===== config.mk =====
export PLATFORM = sky130hd
export DESIGN_NAME = running_median_mean_filter_top
export DESIGN_NICKNAME = d
export VERILOG_FILES = /design/src/sv/rmmf_pkg.sv /design/src/sv/rmmf_window.sv /design/src/sv/rmmf_median.sv /design/src/sv/rmmf_mean.sv /design/src/sv/running_median_mean_filter_top.sv
export SDC_FILE = /design/constraint.sdc
export NUM_CORES = 1
export LEC_CHECK = 0
export BUFFER_PORTS_ARGS = -buffer_cell sky130_fd_sc_hd__buf_4
export CAP_MARGIN = 20
export CORE_MARGIN = 3
export CORE_UTILIZATION = 50
export DETAILED_ROUTE_END_ITERATION = 6
export PLACE_DENSITY_LB_ADDON = 0.2
export RECOVER_POWER = 25
export SLEW_MARGIN = 5
export SYNTH_ARGS = -nofsm -noshare
export SYNTH_HDL_FRONTEND = slang
export SYNTH_SLANG_ARGS = --single-unit

===== constraint.sdc =====
create_clock -name clk -period 13.8 [get_ports clk]
set_input_delay 1.38 -clock clk [delete_from_list [all_inputs] [get_ports clk]]
set_output_delay 1.38 -clock clk [all_outputs]
set_load 0.01 [all_outputs]

===== src/sv/rmmf_pkg.sv =====
// rmmf_pkg: shared types, widths and codes for the running median / mean filter
// no dependencies; imported by every module of the filter
`default_nettype none

package rmmf_pkg;

  // sample width and default window length
  localparam int SAMPLE_W   = 16;
  localparam int WINDOW_DEF = 5;

  typedef logic [SAMPLE_W-1:0] sample_t;

  // filter mode codes
  localparam logic MODE_MEDIAN = 1'b0;
  localparam logic MODE_MEAN   = 1'b1;

  // per-request status from the window store to the result stage
  typedef struct packed {
    logic use_window;   // window was full before this sample
  } win_status_t;

endpackage

`default_nettype wire


===== src/sv/rmmf_window.sv =====
// rmmf_window: ring window store, write pointer and fill count
// depends on rmmf_pkg; gives the window with the current sample placed in it
`default_nettype none

module rmmf_window #(
  parameter int WINDOW = rmmf_pkg::WINDOW_DEF
) (
  input  wire                                         clk,
  input  wire                                         rst_n,
  input  wire                                         take,
  input  wire rmmf_pkg::sample_t                      sample,
  input  wire                                         restart,
  output rmmf_pkg::sample_t [WINDOW-1:0]              win_nxt,
  output rmmf_pkg::win_status_t                       status
);
  import rmmf_pkg::*;

  localparam int PTR_W  = $clog2(WINDOW);
  localparam int FILL_W = $clog2(WINDOW + 1);

  sample_t [WINDOW-1:0] store_r;
  logic [PTR_W-1:0]     wptr_r, wptr_nxt, ptr_eff;
  logic [FILL_W-1:0]    fill_r, fill_nxt, fill_eff;
  logic                 full;

  // restart clears pointer and fill count ahead of the write
  always_comb begin
    ptr_eff  = restart ? '0 : wptr_r;
    fill_eff = restart ? '0 : fill_r;
    full     = (fill_eff == FILL_W'(WINDOW));
    wptr_nxt = (ptr_eff == PTR_W'(WINDOW - 1)) ? '0 : ptr_eff + PTR_W'(1);
    fill_nxt = full ? fill_eff : fill_eff + FILL_W'(1);
  end

  // window as it stands once the sample is written
  always_comb begin
    for (int k = 0; k < WINDOW; k++) begin
      win_nxt[k] = (ptr_eff == PTR_W'(k)) ? sample : store_r[k];
    end
  end

  assign status.use_window = full;

  // sample store, no reset needed
  always_ff @(posedge clk) begin
    if (take) begin
      store_r <= win_nxt;
    end
  end

  // pointer and fill count
  always_ff @(posedge clk) begin
    if (!rst_n) begin
      wptr_r <= '0;
      fill_r <= '0;
    end else if (take) begin
      wptr_r <= wptr_nxt;
      fill_r <= fill_nxt;
    end
  end

  // checks
  a_fill_range: assert property (@(posedge clk) disable iff (!rst_n)
    fill_r <= FILL_W'(WINDOW))
    else $error("fill count beyond window length");

  a_ptr_range: assert property (@(posedge clk) disable iff (!rst_n)
    wptr_r <= PTR_W'(WINDOW - 1))
    else $error("write pointer beyond window");

  a_restart: assert property (@(posedge clk) disable iff (!rst_n)
    take && restart |=> (fill_r == FILL_W'(1)) && (wptr_r == PTR_W'(1)))
    else $error("restart did not clear fill count and pointer");

endmodule

`default_nettype wire


===== src/sv/rmmf_median.sv =====
// rmmf_median: rank network picking the middle entry of the window
// depends on rmmf_pkg; ties are broken by store position
`default_nettype none

module rmmf_median #(
  parameter int WINDOW = rmmf_pkg::WINDOW_DEF
) (
  input  wire rmmf_pkg::sample_t [WINDOW-1:0] win,
  output rmmf_pkg::sample_t                   median
);
  import rmmf_pkg::*;

  localparam int RANK_W = $clog2(WINDOW);

  logic [RANK_W-1:0] rank [WINDOW];

  // rank of each entry: count of entries ordered before it
  always_comb begin
    for (int i = 0; i < WINDOW; i++) begin
      rank[i] = '0;
      for (int j = 0; j < WINDOW; j++) begin
        if ((j != i) && ((win[j] < win[i]) || ((win[j] == win[i]) && (j < i)))) begin
          rank[i] = rank[i] + RANK_W'(1);
        end
      end
    end
  end

  // exactly one entry holds the middle rank
  always_comb begin
    median = '0;
    for (int i = 0; i < WINDOW; i++) begin
      if (rank[i] == RANK_W'(WINDOW / 2)) begin
        median = win[i];
      end
    end
  end

endmodule

`default_nettype wire


===== src/sv/rmmf_mean.sv =====
// rmmf_mean: window sum and truncated divide by the window length
// depends on rmmf_pkg; divide is a multiply by a rounded-up reciprocal
`default_nettype none

module rmmf_mean #(
  parameter int WINDOW = rmmf_pkg::WINDOW_DEF
) (
  input  wire rmmf_pkg::sample_t [WINDOW-1:0] win,
  output rmmf_pkg::sample_t                   mean
);
  import rmmf_pkg::*;

  localparam int SUM_W   = SAMPLE_W + $clog2(WINDOW);
  localparam int SHIFT   = SUM_W + $clog2(WINDOW);
  localparam int RECIP_W = SUM_W + 1;
  localparam int PROD_W  = SUM_W + RECIP_W;
  localparam longint unsigned RECIP = ((64'd1 << SHIFT) + WINDOW - 1) / WINDOW;

  logic [SUM_W-1:0]  sum;
  logic [PROD_W-1:0] prod;

  // full-width sum of the window
  always_comb begin
    sum = '0;
    for (int i = 0; i < WINDOW; i++) begin
      sum = sum + SUM_W'(win[i]);
    end
  end

  // floor(sum / WINDOW), exact for every sum below 2**SUM_W
  assign prod = PROD_W'(sum) * PROD_W'(RECIP_W'(RECIP));
  assign mean = prod[SHIFT +: SAMPLE_W];

endmodule

`default_nettype wire


===== src/sv/running_median_mean_filter_top.sv =====
// running_median_mean_filter_top: running median / mean filter over a ring window
// depends on rmmf_pkg, rmmf_window, rmmf_median, rmmf_mean
//
//   channel  dir  ports                         contents
//   in_      in   tvalid tready tdata tuser     sample [15:0], restart [0]
//   out_     out  tvalid tready tdata tuser     filtered [15:0], window_full [0]
//   cfg_     in   wen wdata                     filter_mode [0]
//
// one request per cycle while out_tready keeps the result register draining; a request
// passes the input register, then the result register, with the rank network and the
// reciprocal multiplier between them
// rst_n is synchronous, active low; clears pointer, fill count, mode and valids
// a stalled result holds the output register and then the input register
`default_nettype none

module running_median_mean_filter_top #(
  parameter int WINDOW = rmmf_pkg::WINDOW_DEF
) (
  input  wire                      clk,
  input  wire                      rst_n,
  // request channel
  input  wire                      in_tvalid,
  output logic                     in_tready,
  input  wire  [15:0]              in_tdata,   // [15:0] sample
  input  wire  [0:0]               in_tuser,   // [0] restart
  // result channel
  output logic                     out_tvalid,
  input  wire                      out_tready,
  output logic [15:0]              out_tdata,  // [15:0] filtered
  output logic [0:0]               out_tuser,  // [0] window_full
  // configuration
  input  wire                      cfg_wen,
  input  wire  [0:0]               cfg_wdata   // [0] filter_mode
);
  import rmmf_pkg::*;

  logic                 a_valid_r;
  sample_t              a_sample_r;
  logic                 a_restart_r;
  logic                 mode_r;
  logic                 out_valid_r;
  sample_t              out_filtered_r, out_filtered_nxt;
  logic                 out_full_r;
  logic                 a_fire, in_fire;
  sample_t [WINDOW-1:0] win_nxt;
  win_status_t          status;
  sample_t              median, mean;

  // handshake: stage A moves on when the result register is free or drains
  assign a_fire    = a_valid_r && (!out_valid_r || out_tready);
  assign in_tready = !a_valid_r || a_fire;
  assign in_fire   = in_tvalid && in_tready;

  // filter mode register
  always_ff @(posedge clk) begin
    if (!rst_n) begin
      mode_r <= MODE_MEDIAN;
    end else if (cfg_wen) begin
      mode_r <= cfg_wdata[0];
    end
  end

  // input register
  always_ff @(posedge clk) begin
    if (!rst_n) begin
      a_valid_r <= 1'b0;
    end else if (in_tready) begin
      a_valid_r <= in_tvalid;
    end
  end

  always_ff @(posedge clk) begin
    if (in_fire) begin
      a_sample_r  <= in_tdata;
      a_restart_r <= in_tuser[0];
    end
  end

  rmmf_window #(.WINDOW(WINDOW)) u_window (
    .clk     (clk),
    .rst_n   (rst_n),
    .take    (a_fire),
    .sample  (a_sample_r),
    .restart (a_restart_r),
    .win_nxt (win_nxt),
    .status  (status)
  );

  rmmf_median #(.WINDOW(WINDOW)) u_median (
    .win    (win_nxt),
    .median (median)
  );

  rmmf_mean #(.WINDOW(WINDOW)) u_mean (
    .win  (win_nxt),
    .mean (mean)
  );

  // result select: raw sample while filling
  always_comb begin
    if (!status.use_window) begin
      out_filtered_nxt = a_sample_r;
    end else if (mode_r == MODE_MEAN) begin
      out_filtered_nxt = mean;
    end else begin
      out_filtered_nxt = median;
    end
  end

  // result register
  always_ff @(posedge clk) begin
    if (!rst_n) begin
      out_valid_r <= 1'b0;
    end else if (a_fire) begin
      out_valid_r <= 1'b1;
    end else if (out_tready) begin
      out_valid_r <= 1'b0;
    end
  end

  always_ff @(posedge clk) begin
    if (a_fire) begin
      out_filtered_r <= out_filtered_nxt;
      out_full_r     <= status.use_window;
    end
  end

  assign out_tvalid   = out_valid_r;
  assign out_tdata    = out_filtered_r;
  assign out_tuser[0] = out_full_r;

  // checks
  a_stage_to_out: assert property (@(posedge clk) disable iff (!rst_n)
    a_fire |=> out_tvalid)
    else $error("stage A request lost before the result register");

  a_no_overwrite: assert property (@(posedge clk) disable iff (!rst_n)
    out_valid_r && !out_tready |-> !a_fire)
    else $error("stalled result overwritten");

  a_restart_pass: assert property (@(posedge clk) disable iff (!rst_n)
    a_fire && a_restart_r |=> !out_full_r && (out_filtered_r == $past(a_sample_r)))
    else $error("restart request did not pass its sample through");

endmodule

`default_nettype wire

**Word level (Yosys, flattened, before mapping)**

Index checks and enable logic that the tools add are counted.

- Eq/ne operators: 20
- Muxes and demuxes: 38
- $add $sub $neg: 21
- $lt $le $gt $ge: 20
- $mul: 1
- Reduce and logical (&&, ||, !) cells: 18

Operators with widths:

| operator | number |
|---|---|
| 16-bit < comparator | 20 |
| 16-bit two-way mux | 12 |
| 16-bit equality test | 10 |
| 19-bit by 16-bit adder with 19-bit output | 3 |
| 3-bit two-way mux | 19 |
| 3-bit by 1-bit adder with 3-bit output (second input constant) | 17 |
| 19-bit by 20-bit multiplier with 38-bit output (second input constant) | 1 |
| 3-bit by 2-bit equality test with 1-bit output (second input constant) | 7 |
| 16-bit by 16-bit adder with 17-bit output | 1 |
| 1-bit logical OR | 12 |
| 1-bit two-way mux | 7 |
| 3-bit equality test (second input constant) | 2 |
| 3-bit by 1-bit equality test with 1-bit output (second input constant) | 1 |
| 3-bit zero test | 1 |
| 1-bit logical AND | 2 |
| 1-bit zero test | 2 |
| 2-bit nonzero test | 1 |

- Input bits: 23
- Word-level logic and storage cells: 132
- Bits in registers: 123
- Output and inout port bits: 19

**Logic depth before layout (Yosys ltp)**

Gate-level depths: netlist of the first run.

- Depth after elaboration: 19
- Gate-level depth with buffers: 51
- Mapped depth without buffers: 49

**Cells and area by module**

Synthesis of the first run repeated with hierarchy kept, for this count alone.

- Cells, all modules: 1867
- Area total of the unflattened synthesis: 18217.5 µm²

By module, submodules not included:

| module | cells each | instances | area an instance (µm²) |
|---|---|---|---|
| rmmf_mean | 890 | 1 | 7658.6 |
| rmmf_median | 668 | 1 | 5277.6 |
| rmmf_window | 210 | 1 | 3794.9 |
| running_median_mean_filter_top | 99 | 1 | 1486.4 |

**Worst setup path before layout of the first run**

OpenSTA, ideal clock, no wires.

- Kind: register to register
- From: register a_restart_r
- To: register out_filtered_r[14], in the netlist out_tdata[14] (data pin)
- Stages on the path, launching flop included: 50
- Setup time: 0.261 ns
- Data required time: 13.539 ns
- Arrival time: 11.513 ns
- Clock period less this slack: 11.774 ns
- Path slack: 2.026 ns
- Cell sequence: edfxtp_1 clkbuf_1 nand2b_1 inv_1 ha_1 nand2_1 buf_1 mux2i_1 inv_1 fa_1 a21oi_1 o21bai_1 o21ai_1 a21oi_1 o21bai_1 nand2b_1 a21oi_1 xnor2_1 (+14 left out) fa_1 fa_1 fa_1 inv_1 fa_1 inv_1 fa_1 inv_1 ha_1 and4_1 and3_1 a221oi_2 o21ai_1 nor4_2 nor3_1 or4_1 a32oi_1 o21ai_1

RTL lines:

| item | line | source |
|---|---|---|
| start: declaration | running_median_mean_filter_top.sv:39 | `logic a_restart_r;` |
| start signal: assignment | running_median_mean_filter_top.sv:75 | `a_restart_r <= in_tuser[0];` |
| end signal: assignment | running_median_mean_filter_top.sv:123 | `out_filtered_r <= out_filtered_nxt;` |
| end: declaration | running_median_mean_filter_top.sv:42 | `sample_t out_filtered_r, out_filtered_nxt;` |

==> impl_metrics.ini, run 1 <==
[run_status]
status = complete, but fails checks
violations = max-capacitance violations, max-slew violations

[cts]
cts_hold_buf = 0
cts-buffers-inserted = 17
worstSkewPairLatency_ns = 0.44
post_cts.repair.setup_buffers = 0
cts_tree = yes
htree_levels = 4
path_clk_slew_ns = 0.06
clockBufferDepth = 2
cts_resized = 0
cts_sinks = 123
clock-root-buffer = clkbuf_16

[worst_setup_path]
cp_data_required_time_ns = 13.98
crit_type = reg2reg
max_stage_delay_ns = 0.59
worstReg2RegStart = a_restart_r$_DFFE_PP_
ff2ff_path_depth = 47
cp-end-kind = flop
path_buf_inv = 9
ff2ff_setup_slack_ns = 0.74
crit_top_cell = inv_1
worstPathArrival_ns = 13.24
cp_slowest_cell = a211oi_1
cp_max_fo = 12
timing.rr.end = out_tdata[14]$_DFFE_PP_
cpLargestDelayFamily = adder cells
critPathLaunchType = flop

[timing]
finalSetupViolations = 0
finalCritPeriodShare_pct = 94.7
hold_violations = 0
finalClockSkew_ns = 0.0113
setup_tns_ns = 0
timing.slew.headroom_pct = -6.59
tightestPinTransition_ns = 1.60
fmax_mhz = 76.5
fin_hold_ws_ns = 0.477
rsz0062_at_grt = no
slew_viol_final = 35
min_period_ns = 13.06

[floorplan]
chipHeight_um = 195
die_w_um = 195
fp.coreArea_um2 = 34800
dieArea_um2 = 37800
start_util_pct = 51.1
row_count = 68
io_pins = 42

[synthesis]
synth_top_family_by_area = adder cells
yosys.area_share.adder_pct = 39.5
syn_nets = 2339
synth_mux_area_share_pct = 5.30
yosysWarningCount = 0
yosys.area_share.simple_pct = 10.3
yosysSeqAreaShare_pct = 20.3
synth_compound_area_share_pct = 14.0
synth_top_area_share_pct = 24.6
avgSynthCellArea_um2 = 9.68
syn_inst = 1835
synth_edf_count = 114
netlist_area_um2 = 17800
yosysTopAreaCell = ha_1
synth-xor-area-share_pct = 1.92
async_flop_share_pct = 0
netlist_top_cells_area = ha_1, edfxtp_1, fa_1
ys.flop_type = edfxtp_1
ys_types = 86
ys_ff_latch = 123

[run]
cap_violations = 2

[grt]
grt_pass1_wl_mm = 84.4
grt_overflow = 0
grt_max_degree = 52
grt_usage_pct = 29.3
first_global_vias = 14593
antenna_found_initial = 0

[hold_path]
min_to = u_window.wptr_r[1]$_SDFFE_PN0P_
hold_class = reg2reg
holdCritStartpoint = u_window.wptr_r[1]$_SDFFE_PN0P_
worstHoldPathCells = 2

[placement]
portBuffers = 41
hpwl_mm = 45.6
placed_area_um2 = 18600
routabilityCongestion = 0.955

[drt]
dr.pass1.iters = 5
wl_mm = 55.6
vias = 14195
ant_nets = 0
detail_route.iter0.violations = 1289
wl_per_cell_um = 23.6
drc_errors = 0
via_per_inst = 6.03

[layout]
drive_gt1_share_pct = 5.90
seqCellArea_um2 = 3600
nets = 2390
synthToLayoutAreaGrowth_pct = 7.77
multi_input_area_um2 = 12600
fill_cells = 3176
n_antenna_cell = 0
final_util_pct = 55.0
design_area_um2 = 19100
[sequential cells by signal (all words and copies together), names as in the netlist]
| name | count |
|---|---|
| u_window.store_r | 80 |
| a_sample_r | 16 |
| out_tdata | 16 |
| u_window.fill_r | 3 |
| u_window.wptr_r | 3 |
| a_restart_r | 1 |
| a_valid_r | 1 |
| mode_r | 1 |
| out_tuser | 1 |
| out_tvalid | 1 |
[kinds of logic (layout without fill, tap and decap cells)]
| kind of cell | count (synthesis) | count (layout) |
|---|---|---|
| flops | 123 | 123 |
| compound gates | 357 | 357 |
| fa+ha+maj | 481 | 481 |
| mux | 87 | 87 |
| simple gates | 345 | 345 |
| buf+inv | 403 | 467 |
| xor+xnor | 39 | 39 |
[cell type report]
cell class | instances | area share (%)
multi-input combinational | 1309 | 65.9
clock buffer | 17 | 2.22
timing repair buffer | 58 | 2.00
sequential | 123 | 18.8
clock inverter | 15 | 0.693
tap | 455 | 2.97
inverter | 377 | 7.40
[cell usage after synthesis (14+ instances only)]
library cell and n:
mux2_2 37, o31ai_1 15, inv_1 377, fa_1 132, nor2_1 57, nand2_1 74
nor3_1 21, nand2b_1 20, ha_1 349, nand3_1 46, xnor2_1 31, nand4_1 32
a21oi_1 88, edfxtp_1 114, a211oi_1 16, o21ai_0 46, o21a_1 14, and3_1 17
nor2b_1 21, mux2i_1 48, a21o_1 28
[worst min-delay path: cells and delay by family (launching register included)]
family	cells	cell delay (ns)
and+or+nand+nor	1	0.05
DFF	1	0.31
AOI/OAI and AO/OA	1	0.06
[placed cells by master, fill, tap and decap left out, types with 14 or more instances in the layout]
| master | count |
|---|---|
| inv_1 | 376 |
| ha_1 | 349 |
| fa_1 | 132 |
| edfxtp_1 | 114 |
| a21oi_1 | 88 |
| nand2_1 | 74 |
| nor2_1 | 57 |
| mux2i_1 | 48 |
| nand3_1 | 46 |
| o21ai_0 | 46 |
| nand4_1 | 32 |
| xnor2_1 | 31 |
| a21o_1 | 28 |
| buf_4 | 26 |
| mux2_1 | 24 |
| nor2b_1 | 21 |
| nor3_1 | 21 |
| nand2b_1 | 20 |
| clkbuf_4 | 18 |
| and3_1 | 17 |
| clkbuf_16 | 17 |
| a211oi_1 | 16 |
| o31ai_1 | 15 |
| o21a_1 | 14 |
| clkbuf_1 | 14 |
[metrics by stage]
stage	std cells	worst slack, ns
2_1_floorplan	1835	2.03
6_report	2354	0.737
3_5_place_dp	2322	0.924
3_3_place_gp	2322	1.16
4_1_cts	2354	0.877
5_1_grt	2354	0.0240
[routing by layer]
layer	GRT usage (%)	up-vias	wire (µm)
li1	-	6600	-
met1	36.2	6881	22300
met2	49.2	560	26000
met3	6.01	154	4360
met4	14.0	0	2940
met5	0	-	0
[worst max path at each step]
stage / startpoint / endpoint / cells after the start
2_1_floorplan: a_restart_r$_DFFE_PP_ / out_tdata[14]$_DFFE_PP_ / 49
3_3_place_gp: a_restart_r$_DFFE_PP_ / out_tdata[14]$_DFFE_PP_ / 47
3_5_place_dp: a_restart_r$_DFFE_PP_ / out_tdata[14]$_DFFE_PP_ / 47
4_1_cts: a_restart_r$_DFFE_PP_ / out_tdata[14]$_DFFE_PP_ / 47
5_1_grt: a_restart_r$_DFFE_PP_ / out_tdata[14]$_DFFE_PP_ / 47
6_report: a_restart_r$_DFFE_PP_ / out_tdata[14]$_DFFE_PP_ / 47
Power of run 1 is left out: the tool's default activity adds up to more than one toggle a clock period on the data nets, which glitch-free logic cannot reach.
==> run 2, diff against run 1 <==
--- a/config.mk
+++ b/config.mk
@@ -10,9 +10,11 @@
 export CORE_MARGIN = 3
 export CORE_UTILIZATION = 50
 export DETAILED_ROUTE_END_ITERATION = 6
+export MAX_ROUTING_LAYER = met4
 export PLACE_DENSITY_LB_ADDON = 0.2
 export RECOVER_POWER = 25
 export SLEW_MARGIN = 5
 export SYNTH_ARGS = -nofsm -noshare
 export SYNTH_HDL_FRONTEND = slang
+export SYNTH_HIERARCHICAL = 1
 export SYNTH_SLANG_ARGS = --single-unit
==> constraint.sdc (replaced) <==
create_clock -name clk -period 12.4 [get_ports clk]
set_input_delay 1.24 -clock clk [delete_from_list [all_inputs] [get_ports clk]]
set_output_delay 1.24 -clock clk [all_outputs]
set_load 0.01 [all_outputs]
==> impl_metrics.ini, run 2 <==
[worst_setup_path]
cp-end-kind = flop
cp_max_fo = 16
ff2ff_setup_slack_ns = 0.96
cp_slowest_cell = edfxtp_1
worstPathArrival_ns = 11.62
crit_top_cell = fa_1
path_buf_inv = 7
critPathLaunchType = flop
max_stage_delay_ns = 0.54
crit_type = reg2reg
cpLargestDelayFamily = adder cells
cp_data_required_time_ns = 12.58

[synthesis]
netlist_top_cells_area = ha_1, edfxtp_1, fa_1
yosysMostFrequentCell = inv_1
synth_common_cells = inv_1, ha_1, fa_1, edfxtp_1, a21oi_1
synth_top_family_by_area = adder cells
ys_types = 90
yosysTopAreaCell = ha_1
synth-xor-area-share_pct = 1.88
ys.flop_type = edfxtp_1
yosysWarningCount = 6
synth_mux_area_share_pct = 6.37
yosys.area_share.adder_pct = 38.7
avgSynthCellArea_um2 = 9.76
yosysSeqAreaShare_pct = 19.8
syn_nets = 2366
synth_compound_area_share_pct = 13.7
synth_top_area_share_pct = 22.7
async_flop_share_pct = 0
yosys.area_share.simple_pct = 9.33
synth_edf_count = 114
syn_inst = 1867
ys_ff_latch = 123
netlist_area_um2 = 18200

[drt]
drc_errors = 0
wl_mm = 52.4
ant_nets = 0
vias = 14085
detail_route.iter0.violations = 1048
via_per_inst = 5.91
dr.pass1.iters = 5
wl_per_cell_um = 22.0

[timing]
finalSetupViolations = 0
finalCritPeriodShare_pct = 92.3
hold_violations = 0
setup_ws_ns = 0.960
timing.slew.headroom_pct = -23.0
tightestPinTransition_ns = 1.84
min_period_ns = 11.44
slew_viol_final = 33
finalClockSkew_ns = 0.00978
setup_tns_ns = 0
rsz0062_at_grt = no
fmax_mhz = 87.4

[cts]
cts-buffers-inserted = 17
post_cts.repair.setup_buffers = 0
worstSkewPairLatency_ns = 0.43
clockBufferDepth = 2
path_clk_slew_ns = 0.06
cts_resized = 0
cts_sinks = 123
htree_levels = 4
clock-root-buffer = clkbuf_16
cts_tree = yes
cts_hold_buf = 0

[grt]
grt_overflow = 0
grt_usage_pct = 28.2
first_global_vias = 14291
antenna_found_initial = 2
grt_max_degree = 72
grt_pass1_wl_mm = 81.4

[floorplan]
chipHeight_um = 197
row_count = 69
dieArea_um2 = 38800
io_pins = 42
start_util_pct = 51.0
die_w_um = 197
fp.coreArea_um2 = 35700

[run]
cap_violations = 1

[placement]
portBuffers = 41
routabilityCongestion = 0.999
hpwl_mm = 43.1
dp.cells = 2351
dpl_worst_slack_ns = 1.06

[layout]
seqCellArea_um2 = 3600
multi_input_area_um2 = 12800
regMostFlops = u_window/store_r
final_cell_mix = inv_1, ha_1, fa_1
largest_register_ff_count = 80
final_util_pct = 54.7
nets = 2409
final_common_cell = inv_1
fill_cells = 3216
drive_gt1_share_pct = 11.3
final_cells = 2385
synthToLayoutAreaGrowth_pct = 7.37

[run_status]
status = complete, but fails checks
violations = max-capacitance violations, max-slew violations

[hold_path]
hold_class = reg2reg
-- run 2: through the flow --
step | hold slack [ns] | area (µm²)
3_5_place_dp | 0.524 | 19000
5_1_grt | 0.577 | 19600
3_3_place_gp | 0.511 | 19000
4_1_cts | 0.530 | 19600
6_report | 0.528 | 19600
2_1_floorplan | 0.477 | 18200
-- run 2: cell families after synthesis --
logic type	after synthesis
adder cells (fa/ha/maj)	476
flip-flops	123
buffers and inverters	461
AND/OR/NAND/NOR	326
AO/OA/AOI/OAI	340
multiplexers	102
XOR/XNOR	39
-- run 2: cell type report --
type,instances,share of cell area (%)
well taps,461,2.95
multi-input cells,1283,65.2
inverters,430,8.25
repair buffers,55,2.16
clock inverters,14,0.825
diodes,1,0.0128
flip-flops and latches,123,18.4
clock buffers,18,2.19
-- run 2: metal layers --
| layer | routed length, µm | global-route usage, % | up-vias |
|---|---|---|---|
| met3 | 3500 | 4.89 | 82 |
| met2 | 24700 | 45.7 | 482 |
| met4 | 1250 | 7.76 | 0 |
| met5 | 0 | - | - |
| li1 | - | - | 6591 |
| met1 | 22900 | 36.9 | 6930 |
-- run 2: worst paths after layout --
path | end | startpoint | cells past startpoint
hold / removal | u_window/fill_r[1]$_SDFFE_PN0P_ | u_window/fill_r[1]$_SDFFE_PN0P_ | 2
setup / recovery | out_tdata[14]$_DFFE_PP_ | a_restart_r$_DFFE_PP_ | 39
hold reg to reg | u_window/fill_r[1]$_SDFFE_PN0P_ | u_window/fill_r[1]$_SDFFE_PN0P_ | 2
setup reg to reg | out_tdata[14]$_DFFE_PP_ | a_restart_r$_DFFE_PP_ | 39
-- run 2: worst reg2reg max path: cells and delay by family (launching register included) --
kind / cells / cell delay [ns]
adders and majority gates: 13 / 5.52
AOI/OAI and AO/OA: 13 / 3.03
buffers and inverters: 7 / 0.70
muxes: 2 / 0.64
DFF: 1 / 0.54
xor gates and xnor gates: 2 / 0.46
and+or+nand+nor: 2 / 0.32
Power of run 2 is left out for the same reason.
